==> config.mk <==
export PLATFORM = sky130hd
export DESIGN_NAME = windowed_ssim_engine_core
export DESIGN_NICKNAME = d
export VERILOG_FILES = /design/src/hw/rtl/wse_pkg.sv /design/src/hw/rtl/wse_alu.sv /design/src/hw/rtl/windowed_ssim_engine_core.sv
export SDC_FILE = /design/constraint.sdc
export NUM_CORES = 2
export LEC_CHECK = 0
export BUFFER_PORTS_ARGS = -buffer_cell sky130_fd_sc_hd__buf_2
export CORE_AREA = 2 2 478 480
export CTS_CLUSTER_DIAMETER = 150
export DETAILED_ROUTE_END_ITERATION = 8
export DIE_AREA = 0 0 480 482
export GPL_TIMING_DRIVEN = 0
export HOLD_SLACK_MARGIN = 0.12
export MAX_ROUTING_LAYER = met4
export PLACE_DENSITY_LB_ADDON = 0.12
export SLEW_MARGIN = 0
export SYNTH_ARGS = -nofsm -noshare
export SYNTH_HDL_FRONTEND = slang
export SYNTH_SLANG_ARGS = --single-unit
==> constraint.sdc <==
create_clock -name clk -period 7.5 [get_ports clk]
set_input_delay 1.5 -clock clk [delete_from_list [all_inputs] [get_ports clk]]
set_output_delay 1.5 -clock clk [all_outputs]
set_load 0.005 [all_outputs]
==> src/hw/rtl/wse_pkg.sv <==
// ----------------------------------------------------------------------------
// wse_pkg
// Shared types and constants of the windowed SSIM engine: the request format
// of the bit-serial arithmetic unit and the fixed-point constants.
// ----------------------------------------------------------------------------
package wse_pkg;

	localparam int DATA_W = 64;
	localparam int STEP_W = 7;
	localparam int COMP_W = 18;
	localparam int OUT_W  = 18;
	localparam int MEAN_W = 17;

	localparam logic [DATA_W-1:0] C1_Q16      = 64'd426148;
	localparam logic [DATA_W-1:0] C2_Q16      = 64'd3835331;
	localparam logic [DATA_W-1:0] LUMA_R      = 64'd13933;
	localparam logic [DATA_W-1:0] LUMA_G      = 64'd46871;
	localparam logic [DATA_W-1:0] LUMA_B      = 64'd4732;
	localparam logic [DATA_W-1:0] LUMA_RND    = 64'd128;
	localparam logic [DATA_W-1:0] COLOR_RND   = 64'd127;
	// ceil(2^34 / 255), exact floor division for dividends below 2^26
	localparam logic [DATA_W-1:0] COLOR_RECIP = 64'd67372037;
	localparam logic [DATA_W-1:0] FRAC_ONE    = 64'd1 << 30;
	localparam logic [DATA_W-1:0] PROD_RND    = 64'd1 << 43;
	localparam logic [DATA_W-1:0] MEAN_MAX    = 64'd65536;

	localparam logic [STEP_W-1:0] STEPS_BYTE  = 7'd8;
	localparam logic [STEP_W-1:0] STEPS_CDIV  = 7'd26;
	localparam logic [STEP_W-1:0] STEPS_SQ    = 7'd18;
	localparam logic [STEP_W-1:0] STEPS_FRAC  = 7'd30;
	localparam logic [STEP_W-1:0] STEPS_PROD  = 7'd31;
	localparam logic [STEP_W-1:0] STEPS_MEAN  = 7'd40;
	localparam int                CDIV_SHIFT  = 34;
	localparam int                MEAN_SHIFT  = 24;

	typedef enum logic {
		OP_MAC,
		OP_DIV
	} alu_op_t;

	// mac: result = x + y * z over steps bits of z
	// div: remainder starts at x, divisor y, dividend bits from the top of z
	typedef struct packed {
		alu_op_t             op;
		logic [DATA_W-1:0]   x;
		logic [DATA_W-1:0]   y;
		logic [DATA_W-1:0]   z;
		logic [STEP_W-1:0]   steps;
	} alu_req_t;

endpackage

==> src/hw/rtl/wse_alu.sv <==
// ----------------------------------------------------------------------------
// wse_alu
// Shared bit-serial unit: one 64-bit adder does shift-add multiply-accumulate
// and restoring division, one bit per cycle.
// ----------------------------------------------------------------------------
module wse_alu
	import wse_pkg::*;
(
	input  logic              clk,
	input  logic              arst_n,
	input  logic              start,
	input  alu_req_t          req,
	output logic              done,
	output logic [DATA_W-1:0] result
);

	typedef enum logic {
		A_IDLE,
		A_RUN
	} astate_t;

	astate_t           st_q;
	alu_op_t           op_q;
	logic [DATA_W-1:0] acc_q;
	logic [DATA_W-1:0] a_q;
	logic [DATA_W-1:0] b_q;
	logic [STEP_W-1:0] cnt_q;
	logic              done_q;

	logic [DATA_W-1:0] rem_shift;
	logic [DATA_W-1:0] opx;
	logic [DATA_W-1:0] opy;
	logic [DATA_W:0]   sum;
	logic              sat;

	assign rem_shift = {acc_q[DATA_W-2:0], b_q[DATA_W-1]};
	assign opx       = (op_q == OP_MAC) ? acc_q : rem_shift;
	assign opy       = (op_q == OP_MAC) ? (b_q[0] ? a_q : '0) : ~a_q;
	assign sum       = {1'b0, opx} + {1'b0, opy} + {{DATA_W{1'b0}}, (op_q == OP_DIV)};
	assign sat       = (req.op == OP_DIV) && (req.x >= req.y);

	assign done   = done_q;
	assign result = (op_q == OP_MAC) ? acc_q : b_q;

	always_ff @(posedge clk or negedge arst_n) begin
		if (!arst_n) begin
			st_q   <= A_IDLE;
			op_q   <= OP_MAC;
			acc_q  <= '0;
			a_q    <= '0;
			b_q    <= '0;
			cnt_q  <= '0;
			done_q <= 1'b0;
		end else begin
			done_q <= 1'b0;
			unique case (st_q)
				A_IDLE: begin
					if (start) begin
						op_q  <= req.op;
						acc_q <= req.x;
						a_q   <= req.y;
						b_q   <= req.z;
						cnt_q <= req.steps;
						if (sat) begin
							b_q    <= FRAC_ONE;
							done_q <= 1'b1;
						end else begin
							st_q <= A_RUN;
						end
					end
				end
				A_RUN: begin
					if (op_q == OP_MAC) begin
						acc_q <= sum[DATA_W-1:0];
						a_q   <= {a_q[DATA_W-2:0], 1'b0};
						b_q   <= {1'b0, b_q[DATA_W-1:1]};
					end else if (sum[DATA_W]) begin
						acc_q <= sum[DATA_W-1:0];
						b_q   <= {b_q[DATA_W-2:0], 1'b1};
					end else begin
						acc_q <= rem_shift;
						b_q   <= {b_q[DATA_W-2:0], 1'b0};
					end
					cnt_q <= cnt_q - 1'b1;
					if (cnt_q == STEP_W'(1)) begin
						st_q   <= A_IDLE;
						done_q <= 1'b1;
					end
				end
			endcase
		end
	end

endmodule

==> src/hw/rtl/windowed_ssim_engine_core.sv <==
// ----------------------------------------------------------------------------
// windowed_ssim_engine_core
// Windowed SSIM over RGBA pixel pairs with per-window and image-mean results.
// ----------------------------------------------------------------------------
// A pixel pair takes longer in color mode than in luminance mode; a window end
// and an image end each add more work. All of it is set by the single
// bit-serial add/subtract unit, which retires one multiplier or quotient bit
// per cycle. in_ready is high only while the block waits for a pixel; a
// finished result sits in the output register while the next pixel is taken.
module windowed_ssim_engine_core
	import wse_pkg::*;
#(
	parameter int WINDOW_SIDE = 8,
	parameter int MAX_WINDOWS = 65536
) (
	input  logic                    clk,
	input  logic                    arst_n,
	input  logic                    cfg_write_en,
	input  logic                    cfg_write_data,
	input  logic                    in_valid,
	output logic                    in_ready,
	input  logic [7:0]              red_a,
	input  logic [7:0]              green_a,
	input  logic [7:0]              blue_a,
	input  logic [7:0]              alpha_a,
	input  logic [7:0]              red_b,
	input  logic [7:0]              green_b,
	input  logic [7:0]              blue_b,
	input  logic [7:0]              alpha_b,
	input  logic                    window_last,
	input  logic                    image_last,
	output logic                    out_valid,
	input  logic                    out_ready,
	output logic signed [OUT_W-1:0] ssim_value,
	output logic                    result_kind,
	output logic                    last_of_run
);

	localparam int WIN_PIX = WINDOW_SIDE * WINDOW_SIDE;
	localparam int NW      = $clog2(WIN_PIX + 1);
	localparam int SUM_W   = COMP_W + NW;
	localparam int SQ_W    = 2 * COMP_W + NW;
	localparam int WS_W    = $clog2(MAX_WINDOWS + 1);
	localparam int ACC_W   = WS_W + OUT_W;

	typedef enum logic [3:0] {
		S_IDLE,
		S_ISSUE,
		S_WAIT,
		S_PIX_SUM,
		S_FORM,
		S_EMIT_WIN,
		S_MEAN_PREP,
		S_EMIT_MEAN
	} state_t;

	typedef enum logic [4:0] {
		U_LUM_R, U_LUM_G, U_LUM_B, U_COL_MUL, U_COL_DIV,
		U_SQ_A, U_SQ_B, U_SQ_X,
		U_N2, U_C1N2, U_C2N2, U_NUM_L, U_DEN_LA, U_DEN_LB,
		U_CROSS_N, U_NSS_A, U_NSS_B, U_LUM_T, U_CON_T, U_PROD, U_MEAN
	} uop_t;

	state_t                  state_q;
	uop_t                    uop_q;
	logic                    side_q;
	logic                    cmp_q;
	logic [7:0]              ra_q, ga_q, ba_q, aa_q, rb_q, gb_q, bb_q, ab_q;
	logic                    img_q, win_q;
	logic [COMP_W-1:0]       ca_q, cb_q;
	logic [SUM_W-1:0]        sa_q, sb_q;
	logic [SQ_W-1:0]         ssa_q, ssb_q, sx_q;
	logic [NW-1:0]           pix_q;
	logic signed [ACC_W-1:0] acc_q;
	logic [WS_W-1:0]         ws_q;
	logic [DATA_W-1:0]       t_q, n2_q, c1n2_q, c2n2_q, num_l_q, den_l_q;
	logic [DATA_W-1:0]       cn_q, nss_q, mag_q, den_c_q, lum_q, con_q, mean_x_q;
	logic                    neg_q;
	logic signed [OUT_W-1:0] s_q;
	logic [MEAN_W-1:0]       mean_q;
	logic                    out_valid_q;
	logic signed [OUT_W-1:0] out_value_q;
	logic                    out_kind_q;
	logic                    out_last_q;

	logic              alu_start;
	alu_req_t          alu_req;
	logic              alu_done;
	logic [DATA_W-1:0] alu_res;

	logic [7:0]        r_sel, g_sel, b_sel, a_sel;
	logic [9:0]        rgb_sum;
	logic [COMP_W-1:0] comp_res;
	logic [DATA_W-1:0] n_ext;
	logic [DATA_W-1:0] num_c;
	logic [OUT_W-1:0]  p_ext;
	logic signed [OUT_W-1:0] s_new;
	logic              out_free;

	assign in_ready    = (state_q == S_IDLE);
	assign out_valid   = out_valid_q;
	assign ssim_value  = out_value_q;
	assign result_kind = out_kind_q;
	assign last_of_run = out_last_q;
	assign out_free    = !out_valid_q || out_ready;

	assign r_sel   = side_q ? rb_q : ra_q;
	assign g_sel   = side_q ? gb_q : ga_q;
	assign b_sel   = side_q ? bb_q : ba_q;
	assign a_sel   = side_q ? ab_q : aa_q;
	assign rgb_sum = {2'b0, r_sel} + {2'b0, g_sel} + {2'b0, b_sel};
	assign n_ext   = DATA_W'(pix_q);
	assign comp_res = (uop_q == U_COL_DIV) ? alu_res[CDIV_SHIFT+COMP_W-1:CDIV_SHIFT]
	                                       : {2'b0, alu_res[23:8]};
	assign num_c   = {cn_q[DATA_W-2:0], 1'b0} + c2n2_q + c1n2_q - num_l_q;
	assign p_ext   = {1'b0, alu_res[60:44]};
	assign s_new   = neg_q ? -$signed(p_ext) : $signed(p_ext);
	assign alu_start = (state_q == S_ISSUE);

	always_comb begin
		alu_req = '{op: OP_MAC, x: '0, y: '0, z: '0, steps: STEPS_BYTE};
		unique case (uop_q)
			U_LUM_R: begin
				alu_req.x = LUMA_RND; alu_req.y = LUMA_R; alu_req.z = DATA_W'(r_sel);
			end
			U_LUM_G: begin
				alu_req.x = t_q; alu_req.y = LUMA_G; alu_req.z = DATA_W'(g_sel);
			end
			U_LUM_B: begin
				alu_req.x = t_q; alu_req.y = LUMA_B; alu_req.z = DATA_W'(b_sel);
			end
			U_COL_MUL: begin
				alu_req.x = COLOR_RND;
				alu_req.y = DATA_W'(rgb_sum) << 8;
				alu_req.z = DATA_W'(a_sel);
			end
			U_COL_DIV: begin
				// divide by 255 as a reciprocal multiply, quotient above CDIV_SHIFT
				alu_req.y = COLOR_RECIP; alu_req.z = t_q; alu_req.steps = STEPS_CDIV;
			end
			U_SQ_A: begin
				alu_req.x = DATA_W'(ssa_q); alu_req.y = DATA_W'(ca_q);
				alu_req.z = DATA_W'(ca_q); alu_req.steps = STEPS_SQ;
			end
			U_SQ_B: begin
				alu_req.x = DATA_W'(ssb_q); alu_req.y = DATA_W'(cb_q);
				alu_req.z = DATA_W'(cb_q); alu_req.steps = STEPS_SQ;
			end
			U_SQ_X: begin
				alu_req.x = DATA_W'(sx_q); alu_req.y = DATA_W'(ca_q);
				alu_req.z = DATA_W'(cb_q); alu_req.steps = STEPS_SQ;
			end
			U_N2: begin
				alu_req.y = n_ext; alu_req.z = n_ext; alu_req.steps = STEP_W'(NW);
			end
			U_C1N2: begin
				alu_req.y = C1_Q16; alu_req.z = n2_q; alu_req.steps = STEP_W'(2 * NW);
			end
			U_C2N2: begin
				alu_req.y = C2_Q16; alu_req.z = n2_q; alu_req.steps = STEP_W'(2 * NW);
			end
			U_NUM_L: begin
				alu_req.x = c1n2_q; alu_req.y = DATA_W'(sa_q) << 1;
				alu_req.z = DATA_W'(sb_q); alu_req.steps = STEP_W'(SUM_W);
			end
			U_DEN_LA: begin
				alu_req.x = c1n2_q; alu_req.y = DATA_W'(sa_q);
				alu_req.z = DATA_W'(sa_q); alu_req.steps = STEP_W'(SUM_W);
			end
			U_DEN_LB: begin
				alu_req.x = den_l_q; alu_req.y = DATA_W'(sb_q);
				alu_req.z = DATA_W'(sb_q); alu_req.steps = STEP_W'(SUM_W);
			end
			U_CROSS_N: begin
				alu_req.y = DATA_W'(sx_q); alu_req.z = n_ext; alu_req.steps = STEP_W'(NW);
			end
			U_NSS_A: begin
				alu_req.y = DATA_W'(ssa_q); alu_req.z = n_ext; alu_req.steps = STEP_W'(NW);
			end
			U_NSS_B: begin
				alu_req.x = nss_q; alu_req.y = DATA_W'(ssb_q);
				alu_req.z = n_ext; alu_req.steps = STEP_W'(NW);
			end
			U_LUM_T: begin
				alu_req.op = OP_DIV; alu_req.x = num_l_q; alu_req.y = den_l_q;
				alu_req.steps = STEPS_FRAC;
			end
			U_CON_T: begin
				alu_req.op = OP_DIV; alu_req.x = mag_q; alu_req.y = den_c_q;
				alu_req.steps = STEPS_FRAC;
			end
			U_PROD: begin
				alu_req.x = PROD_RND; alu_req.y = lum_q; alu_req.z = con_q;
				alu_req.steps = STEPS_PROD;
			end
			U_MEAN: begin
				alu_req.op = OP_DIV; alu_req.y = DATA_W'(ws_q);
				alu_req.z = mean_x_q << MEAN_SHIFT; alu_req.steps = STEPS_MEAN;
			end
		endcase
	end

	wse_alu u_alu (
		.clk    (clk),
		.arst_n (arst_n),
		.start  (alu_start),
		.req    (alu_req),
		.done   (alu_done),
		.result (alu_res)
	);

	always_ff @(posedge clk or negedge arst_n) begin
		if (!arst_n) begin
			state_q <= S_IDLE;
			uop_q   <= U_LUM_R;
			side_q  <= 1'b0;
			cmp_q   <= 1'b0;
			{ra_q, ga_q, ba_q, aa_q, rb_q, gb_q, bb_q, ab_q} <= '0;
			img_q   <= 1'b0;
			win_q   <= 1'b0;
			ca_q    <= '0;
			cb_q    <= '0;
			sa_q    <= '0;
			sb_q    <= '0;
			ssa_q   <= '0;
			ssb_q   <= '0;
			sx_q    <= '0;
			pix_q   <= '0;
			acc_q   <= '0;
			ws_q    <= '0;
			t_q     <= '0;
			n2_q    <= '0;
			c1n2_q  <= '0;
			c2n2_q  <= '0;
			num_l_q <= '0;
			den_l_q <= '0;
			cn_q    <= '0;
			nss_q   <= '0;
			mag_q   <= '0;
			den_c_q <= '0;
			lum_q   <= '0;
			con_q   <= '0;
			mean_x_q <= '0;
			neg_q   <= 1'b0;
			s_q     <= '0;
			mean_q  <= '0;
			out_valid_q <= 1'b0;
			out_value_q <= '0;
			out_kind_q  <= 1'b0;
			out_last_q  <= 1'b0;
		end else begin
			if (cfg_write_en) begin
				cmp_q <= cfg_write_data;
			end
			if (out_ready) begin
				out_valid_q <= 1'b0;
			end
			unique case (state_q)
				S_IDLE: begin
					if (in_valid) begin
						{ra_q, ga_q, ba_q, aa_q} <= {red_a, green_a, blue_a, alpha_a};
						{rb_q, gb_q, bb_q, ab_q} <= {red_b, green_b, blue_b, alpha_b};
						img_q   <= image_last;
						win_q   <= window_last;
						side_q  <= 1'b0;
						uop_q   <= cmp_q ? U_COL_MUL : U_LUM_R;
						state_q <= S_ISSUE;
					end
				end
				S_ISSUE: state_q <= S_WAIT;
				S_WAIT: begin
					if (alu_done) begin
						state_q <= S_ISSUE;
						unique case (uop_q)
							U_LUM_R: begin t_q <= alu_res; uop_q <= U_LUM_G; end
							U_LUM_G: begin t_q <= alu_res; uop_q <= U_LUM_B; end
							U_COL_MUL: begin t_q <= alu_res; uop_q <= U_COL_DIV; end
							U_LUM_B, U_COL_DIV: begin
								if (!side_q) begin
									ca_q   <= comp_res;
									side_q <= 1'b1;
									uop_q  <= cmp_q ? U_COL_MUL : U_LUM_R;
								end else begin
									cb_q  <= comp_res;
									uop_q <= U_SQ_A;
								end
							end
							U_SQ_A: begin ssa_q <= alu_res[SQ_W-1:0]; uop_q <= U_SQ_B; end
							U_SQ_B: begin ssb_q <= alu_res[SQ_W-1:0]; uop_q <= U_SQ_X; end
							U_SQ_X: begin
								sx_q    <= alu_res[SQ_W-1:0];
								state_q <= S_PIX_SUM;
							end
							U_N2: begin n2_q <= alu_res; uop_q <= U_C1N2; end
							U_C1N2: begin c1n2_q <= alu_res; uop_q <= U_C2N2; end
							U_C2N2: begin c2n2_q <= alu_res; uop_q <= U_NUM_L; end
							U_NUM_L: begin num_l_q <= alu_res; uop_q <= U_DEN_LA; end
							U_DEN_LA: begin den_l_q <= alu_res; uop_q <= U_DEN_LB; end
							U_DEN_LB: begin den_l_q <= alu_res; uop_q <= U_CROSS_N; end
							U_CROSS_N: begin cn_q <= alu_res; uop_q <= U_NSS_A; end
							U_NSS_A: begin nss_q <= alu_res; uop_q <= U_NSS_B; end
							U_NSS_B: begin
								nss_q   <= alu_res;
								state_q <= S_FORM;
							end
							U_LUM_T: begin lum_q <= alu_res; uop_q <= U_CON_T; end
							U_CON_T: begin con_q <= alu_res; uop_q <= U_PROD; end
							U_PROD: begin
								s_q <= s_new;
								if (ws_q < WS_W'(MAX_WINDOWS)) begin
									acc_q <= acc_q + {{(ACC_W-OUT_W){s_new[OUT_W-1]}}, s_new};
									ws_q  <= ws_q + 1'b1;
								end
								sa_q    <= '0;
								sb_q    <= '0;
								ssa_q   <= '0;
								ssb_q   <= '0;
								sx_q    <= '0;
								pix_q   <= '0;
								state_q <= S_EMIT_WIN;
							end
							U_MEAN: begin
								mean_q  <= (alu_res > MEAN_MAX) ? MEAN_MAX[MEAN_W-1:0]
								                                : alu_res[MEAN_W-1:0];
								state_q <= S_EMIT_MEAN;
							end
						endcase
					end
				end
				S_PIX_SUM: begin
					sa_q  <= sa_q + SUM_W'(ca_q);
					sb_q  <= sb_q + SUM_W'(cb_q);
					pix_q <= pix_q + 1'b1;
					if (win_q || img_q || (NW'(pix_q + 1'b1) >= NW'(WIN_PIX))) begin
						uop_q   <= U_N2;
						state_q <= S_ISSUE;
					end else begin
						state_q <= S_IDLE;
					end
				end
				S_FORM: begin
					neg_q   <= num_c[DATA_W-1];
					mag_q   <= num_c[DATA_W-1] ? (~num_c + 1'b1) : num_c;
					den_c_q <= nss_q + c1n2_q + c2n2_q - den_l_q;
					uop_q   <= U_LUM_T;
					state_q <= S_ISSUE;
				end
				S_EMIT_WIN: begin
					if (out_free) begin
						out_valid_q <= 1'b1;
						out_value_q <= s_q;
						out_kind_q  <= 1'b0;
						out_last_q  <= !img_q;
						state_q     <= img_q ? S_MEAN_PREP : S_IDLE;
					end
				end
				S_MEAN_PREP: begin
					if (acc_q[ACC_W-1] || (acc_q == '0) || (ws_q == '0)) begin
						mean_q  <= '0;
						state_q <= S_EMIT_MEAN;
					end else begin
						mean_x_q <= DATA_W'(acc_q[ACC_W-2:0]) + DATA_W'(ws_q >> 1);
						uop_q    <= U_MEAN;
						state_q  <= S_ISSUE;
					end
				end
				S_EMIT_MEAN: begin
					if (out_free) begin
						out_valid_q <= 1'b1;
						out_value_q <= $signed({1'b0, mean_q});
						out_kind_q  <= 1'b1;
						out_last_q  <= 1'b1;
						acc_q       <= '0;
						ws_q        <= '0;
						state_q     <= S_IDLE;
					end
				end
				default: state_q <= S_IDLE;
			endcase
		end
	end

endmodule
After elaboration in Yosys (flattened, before gate mapping)
Index checks and enable logic that the tools add are counted.

operators by class
  add/sub/neg operators = 19
  multiply operators = 0
  divide/modulo/power cells = 0
  magnitude comparators = 4
  equality and inequality tests = 42
  shift operators = 0
  mux-type cells = 95
  bitwise gates (word level) = 5
  reductions and logical operators = 64

operators with widths
  cell                                                                                count
  64-bit one-hot mux with 20 select lines                                             1
  64-bit 2-to-1 mux                                                                   13
  64-bit one-hot mux with 13 select lines                                             1
  64-bit one-hot mux with 12 select lines                                             1
  64-bit one-hot mux with 2 select lines                                              3
  43-bit one-hot mux with 2 select lines                                              3
  64-bit adder                                                                        4
  35-bit 2-to-1 mux                                                                   4
  17-bit 2-to-1 mux                                                                   8
  64-bit NOT                                                                          2
  64-bit subtractor                                                                   2
  25-bit one-hot mux with 2 select lines                                              2
  5-bit one-hot mux with 16 select lines                                              1
  18-bit 2-to-1 mux                                                                   4
  35-bit one-hot mux with 2 select lines                                              1
  17-bit one-hot mux with 2 select lines                                              2
  64-bit by 64-bit adder with 65-bit output                                           1
  65-bit by 1-bit adder with 65-bit output                                            1
  64-bit by 1-bit adder with 64-bit output (second input constant)                    1
  64-bit >= comparator                                                                1
  64-bit by 17-bit greater-than comparator with 1-bit output (second input constant)  1
  25-bit by 18-bit adder with 25-bit output                                           2
  25-bit 2-to-1 mux                                                                   2
  6-bit one-hot mux with 8 select lines                                               1
  other kinds (53)                                                                    167

word-level totals
  bits in registers = 1,412
  bits in latches = 0
  RAM bits = 0
  memory bits (read-only) = 0
  input port bits = 72
  output and inout port bits = 22
  logic and storage cells = 280
  memories kept = 0

Logic depth before layout (Yosys ltp)
  word-level depth = 9
  depth in mapped cells = 28
  gate-level depth less buffers = 24

Cells and area by module
Synthesis repeated with hierarchy kept, for this count alone.

unflattened totals
  cells, all modules = 9,849
  area, all modules = 92,122.1 sq um

modules (own cells, without submodules)
  module                     instances  cells an instance  area each (sq um)  sequential area each (sq um)
  windowed_ssim_engine_core  1          7,520              74,426.4           30,254.0
  wse_alu                    1          2,329              17,695.7           5,054.8

Worst setup path after synthesis
No wires, ideal clock.

  path type = reg2reg
  from = reg u_alu.op_q
  to = reg u_alu.acc_q[14]
  setup time = 141 ps
  data arrival time = 5,910 ps
  data required time = 7,359 ps
  slack = 1,449 ps
  cell stages (with the launch flop) = 21
  buffers on the path = 6
  period minus slack after synthesis = 6,051 ps
  cell sequence = dfrtp_1 buf_1 clkbuf_1 clkbuf_1 clkbuf_1 clkbuf_1 mux2_2 fa_1 a211oi_1 o211ai_1 a31oi_1 a31oi_1 o21ai_1 o41ai_1 a21bo_2 a21o_1 a221oi_1 clkbuf_1 nor2_1 a211oi_1 a31oi_1

on the way
  cells in the longest elaborated chain, start to end = 6
  elaborated cells on any way between the ends = 7
  classes of those cells = add/sub (2); mux (5)

RTL lines
  what                                         line                          RTL
  from (decl)                                  wse_alu.sv:23                 alu_op_t op_q;
  from (signal assigned)                       wse_alu.sv:59                 op_q <= req.op;
  64-bit 2-to-1 mux, on equally long branches  wse_alu.sv:37, wse_alu.sv:38
  64-bit by 64-bit adder with 65-bit output    wse_alu.sv:39                 assign sum = {1'b0, opx} + {1'b0, opy} + {{DATA_W{1'b0}}, (op_q == OP_DIV)};
  65-bit by 1-bit adder with 65-bit output     wse_alu.sv:39
  64-bit 2-to-1 mux                            wse_alu.sv:77                 end else if (sum[DATA_W]) begin
  64-bit 2-to-1 mux (*)                        wse_alu.sv:73                 if (op_q == OP_MAC) begin
  64-bit one-hot mux with 2 select lines (*)   wse_alu.sv:56                 unique case (st_q)
  to (signal assigned)                         wse_alu.sv:60                 acc_q <= req.x;
  to (signal assigned)                         wse_alu.sv:74                 acc_q <= sum[DATA_W-1:0];
  to (signal assigned)                         wse_alu.sv:78                 acc_q <= sum[DATA_W-1:0];
  to (decl)                                    wse_alu.sv:24                 logic [DATA_W-1:0] acc_q;

Mark *: on every way between the ends. The rest lies on a longest branch, timed or not.
A chain may end at the register's enable or synchronous reset.

Worst setup path in the final report
  from = reg uop_q[1]
  to = reg u_alu.b_q[39]

on the way
  cells in the longest elaborated chain, start to end = 8
  elaborated cells on any way between the ends = 38
  classes of those cells = order compare (1); eq/ne (20); mux (7); reduce/logical (10)

RTL lines
  what                                                                                                line                              RTL
  from (decl)                                                                                         windowed_ssim_engine_core.sv:65   uop_t uop_q;
  from (signal assigned)                                                                              windowed_ssim_engine_core.sv:266  uop_q <= cmp_q ? U_COL_MUL : U_LUM_R;
  from (signal assigned)                                                                              windowed_ssim_engine_core.sv:282  uop_q <= cmp_q ? U_COL_MUL : U_LUM_R;
  5-bit by 3-bit == test with 1-bit output (tied with other cells)                                    windowed_ssim_engine_core.sv:122  unique case (uop_q)
  2-bit OR reduction (no line)                                                                        -
  64-bit one-hot mux with 20 select lines or 64-bit one-hot mux with 12 select lines (tied branches)  windowed_ssim_engine_core.sv:122
  64-bit >= comparator                                                                                wse_alu.sv:40                     assign sat = (req.op == OP_DIV) && (req.x >= req.y);
  1-bit logical AND                                                                                   wse_alu.sv:40
  64-bit 2-to-1 mux (*)                                                                               wse_alu.sv:64                     if (sat) begin
  64-bit 2-to-1 mux (*)                                                                               wse_alu.sv:58                     if (start) begin
  64-bit one-hot mux with 2 select lines (*)                                                          wse_alu.sv:56
  to (signal assigned)                                                                                wse_alu.sv:62                     b_q <= req.z;
  to (signal assigned)                                                                                wse_alu.sv:76                     b_q <= {1'b0, b_q[DATA_W-1:1]};
  to (signal assigned)                                                                                wse_alu.sv:79                     b_q <= {b_q[DATA_W-2:0], 1'b1};
  to (decl)                                                                                           wse_alu.sv:26                     logic [DATA_W-1:0] b_q;

Mark *: on every way between the ends. The rest lies on a longest branch, timed or not. The select of a mux whose other input is x is not followed.

==> results.toml <==
[run_status]
status = "finished, violations left"
failed_checks = "design-rule violations, max-capacitance violations, max-slew violations, negative setup slack"

[timing]
maxSlewViolCount = 133
timing.final.setup_violations = 58
period_needed_ns = 7.772
finalCritPeriodShare = 1.036
clock_skew_ns = 0.03325
worst_hold_slack_ns = 0.4741
max_slew_margin = -0.1309
grt_setup_unrepaired = "yes"
worstMarginPinSlew_ns = 1.696
timing.fmax_mhz = 128.7
count_of_endpoints_failing_hold_in_the_final_timing_report = 0
final_critical_path_setup_slack_ns = -0.2721

[synth]
syn-cell-area_um2 = 89890
synthCells = 10030
synth.yosys.seq_area_share = 0.3928
postSynth.asyncResetShare = 1.000
avgSynthCellArea_um2 = 8.964
synthDistinctLibCells = 98
synthFlopType = "sky130_fd_sc_hd__dfrtp_1"
number_of_enable_type_register_cells_in_the_synthesized_netlist = 0
ys_ff_latch = 1411
mappedNetlistNets = 10720
synth_warnings = 0

[floorplanning]
chipHeight_um = 482
io-pin-count = 94
placeableCoreArea_um2 = 226400
fp.dieArea_um2 = 231400
effective_utilization_at_floorplan = 0.3970
rows = 175
die_width_um = 480

[route]
drt-initial-drc-count = 12670
detailedRoute.firstPassIterationCount = 9
route.detailed.vias_per_inst = 6.488
dr_total_vias = 87840
avgRoutedWirePerCell_um = 37.13
drcViolationCount = 3
route.final.wire_length_um = 502600
detail-route-antenna-nets = 0

[critical_path]
worstPathMaxFanout = 10
timing_worst_setup_path_type = "flop to flop"
cp-start-kind = "flop"
setup.worst_path.end_class = "flop"
worst-endpoint-arrival_ns = 8.51
required_ns = 8.24

[layout]
layout.nets = 11040
layout.cells.most_common = "sky130_fd_sc_hd__dfrtp_1"
area_delta_synth_final_pct = 13.21
layout-drive-gt1-share = 0.08085
most-common-layout-cells = "sky130_fd_sc_hd__dfrtp_1, sky130_fd_sc_hd__nand2_1, sky130_fd_sc_hd__o21ai_0, sky130_fd_sc_hd__a21oi_1, sky130_fd_sc_hd__nor2_1"
nFillCells = 22570

[global_route]
first_global_vias = 83850
grt_first_pass_wirelength_um = 682300
grt_overflow_total = 0
antenna_found_initial = 52
grt.total_usage = 0.4389
grt_max_degree = 147

[clock_network]
cts_root_buffer = "sky130_fd_sc_hd__clkbuf_16"
cts.sink_count = 1411
clkSlewWorstSetupHoldPaths_ns = 0.06
post_cts_hold_buffer_count = 0
cts_max_path_buffers = 3
clk_latency_ns = 0.90
tritoncts = "built"
htreeDepth = 4
cts_made_buffers = 171

[placed_design]
port_buffers = 93
dp_hpwl_um = 407800
gp_congestion = 1.096

[worst_hold_path]
hp-class = "flop to flop"

[job]
drv_cap = 15
final timing paths:
kind | startpoint | to | slack, ns | cells after the start
min in group asynchronous | arst_n | cn_q[11] | 0.52 | 1
setup / recovery | uop_q[1] | u_alu.b_q[39] | -0.27 | 18
max in group asynchronous | arst_n | den_c_q[43] | 4.17 | 5
setup reg to reg | uop_q[1] | u_alu.b_q[39] | -0.27 | 18
hold / removal | s_q[15] | s_q[15] | 0.47 | 2
hold reg to reg | s_q[15] | s_q[15] | 0.47 | 2
timing repair:
item                       CTS  global route
cloned                       0             0
resized for setup          125           105
buffers inserted             4             5
setup endpoints to repair  172           164
pin swaps                    2             4
stage by stage:
stage	cells	utilization	setup TNS, ns	cell area [um^2]	worst slack, ns
2_1_floorplan	10030	-	0	89890	1.449
3_3_place_gp	13130	0.4157	-	94120	-28.74
3_5_place_dp	13180	0.4197	-367.45	95020	-3.171
4_1_cts	13490	0.4477	0	101400	0.009732
5_1_grt	13520	0.4493	-0.01029	101700	-0.01029
6_report	13540	0.4495	-12.13	101800	-0.2721
cells in the mapped netlist (68+ instances only):
master	number	area [um^2]
sky130_fd_sc_hd__nor2_1	751	2819
sky130_fd_sc_hd__clkbuf_1	607	2278
sky130_fd_sc_hd__xnor2_1	178	1559
sky130_fd_sc_hd__fa_1	266	5325
sky130_fd_sc_hd__a21oi_1	786	3934
sky130_fd_sc_hd__a22oi_1	172	1291
sky130_fd_sc_hd__inv_1	587	2203
sky130_fd_sc_hd__a222oi_1	88	880.8
sky130_fd_sc_hd__nor3_1	99	495.5
sky130_fd_sc_hd__ha_1	354	4429
sky130_fd_sc_hd__a221oi_1	114	998.5
sky130_fd_sc_hd__nand2_1	1246	4677
sky130_fd_sc_hd__nand2b_1	75	469.2
sky130_fd_sc_hd__a22o_1	269	2356
sky130_fd_sc_hd__a211oi_1	69	518.0
sky130_fd_sc_hd__buf_1	75	281.5
sky130_fd_sc_hd__a31oi_1	68	425.4
sky130_fd_sc_hd__o211ai_1	75	563.0
sky130_fd_sc_hd__dfrtp_1	1411	35310
sky130_fd_sc_hd__mux2_2	160	1802
sky130_fd_sc_hd__nand4_1	95	594.3
sky130_fd_sc_hd__o21ai_0	873	4369
sky130_fd_sc_hd__mux2i_1	170	1702
sky130_fd_sc_hd__and3_1	80	500.5
sky130_fd_sc_hd__a221o_1	84	840.8
sky130_fd_sc_hd__nand3_1	237	1186
sky130_fd_sc_hd__a21o_1	200	1501
sky130_fd_sc_hd__xor2_1	170	1489
worst max-delay path, cell delays in order, from the launching register on:
cell                              delay, ns
sky130_fd_sc_hd__dfrtp_1               0.36
sky130_fd_sc_hd__clkbuf_1              0.26
sky130_fd_sc_hd__clkdlybuf4s15_1       0.95
sky130_fd_sc_hd__nor2_4                0.73
sky130_fd_sc_hd__clkbuf_2              0.80
sky130_fd_sc_hd__buf_2                 0.86
sky130_fd_sc_hd__a22oi_1               0.14
sky130_fd_sc_hd__nand3_1               0.68
sky130_fd_sc_hd__ha_1                  0.29
sky130_fd_sc_hd__o21ai_0               0.09
sky130_fd_sc_hd__o21a_1                0.18
sky130_fd_sc_hd__o21ai_2               0.41
sky130_fd_sc_hd__a21oi_1               0.23
sky130_fd_sc_hd__o221ai_2              0.34
sky130_fd_sc_hd__a21oi_2               0.18
sky130_fd_sc_hd__o21ai_4               0.46
sky130_fd_sc_hd__buf_4                 0.20
sky130_fd_sc_hd__clkbuf_2              0.23
sky130_fd_sc_hd__o221ai_1              0.15
state kept, by name (all words and copies together), names as in the netlist, 25 cells and up:
name	count
sb_q	25
mag_q	64
lum_q	64
acc_q	35
c2n2_q	64
ssa_q	43
u_alu.a_q	64
t_q	64
den_l_q	64
den_c_q	64
c1n2_q	64
sa_q	25
u_alu.b_q	64
u_alu.acc_q	64
nss_q	64
con_q	64
mean_x_q	35
cn_q	63
n2_q	64
num_l_q	64
ssb_q	43
sx_q	43
routing by layer:
metal | track usage | vias to the layer above | part of all wire
met4 | 0.3228 | 0 | 0.093
met2 | 0.6204 | 5373 | 0.42
met1 | 0.5372 | 44360 | 0.39
met5 | - | - | 0
met3 | 0.1178 | 1656 | 0.10
li1 | - | 36440 | -
final cells by class:
cell class,instances,area [um^2],area share
Multi-Input combinational cell,7340,50230,0.4936
Clock inverter,77,1104,0.01084
Timing Repair Buffer,155,1356,0.01333
Sequential cell,1411,35310,0.3470
Clock buffer,237,4858,0.04774
Buffer,679,2820,0.02771
Tap cell,3009,3765,0.03700
Inverter,590,2218,0.02180
Antenna cell,40,100.1,0.0009836
cells by family (layout without fill, tap and decap cells):
logic type	count (synthesis)	count (layout)	share of synthesized area
other cells	0	40	0
simple gates	2838	2838	0.1390
flops	1411	1411	0.3928
buf+inv	1276	1738	0.05341
mux	330	330	0.03898
fa+ha+maj	620	620	0.1085
compound gates	3204	3204	0.2334
xor+xnor	348	348	0.03391
Power is left out: the tool's default activity adds up to more than one toggle a clock period on the data nets, which glitch-free logic cannot reach.
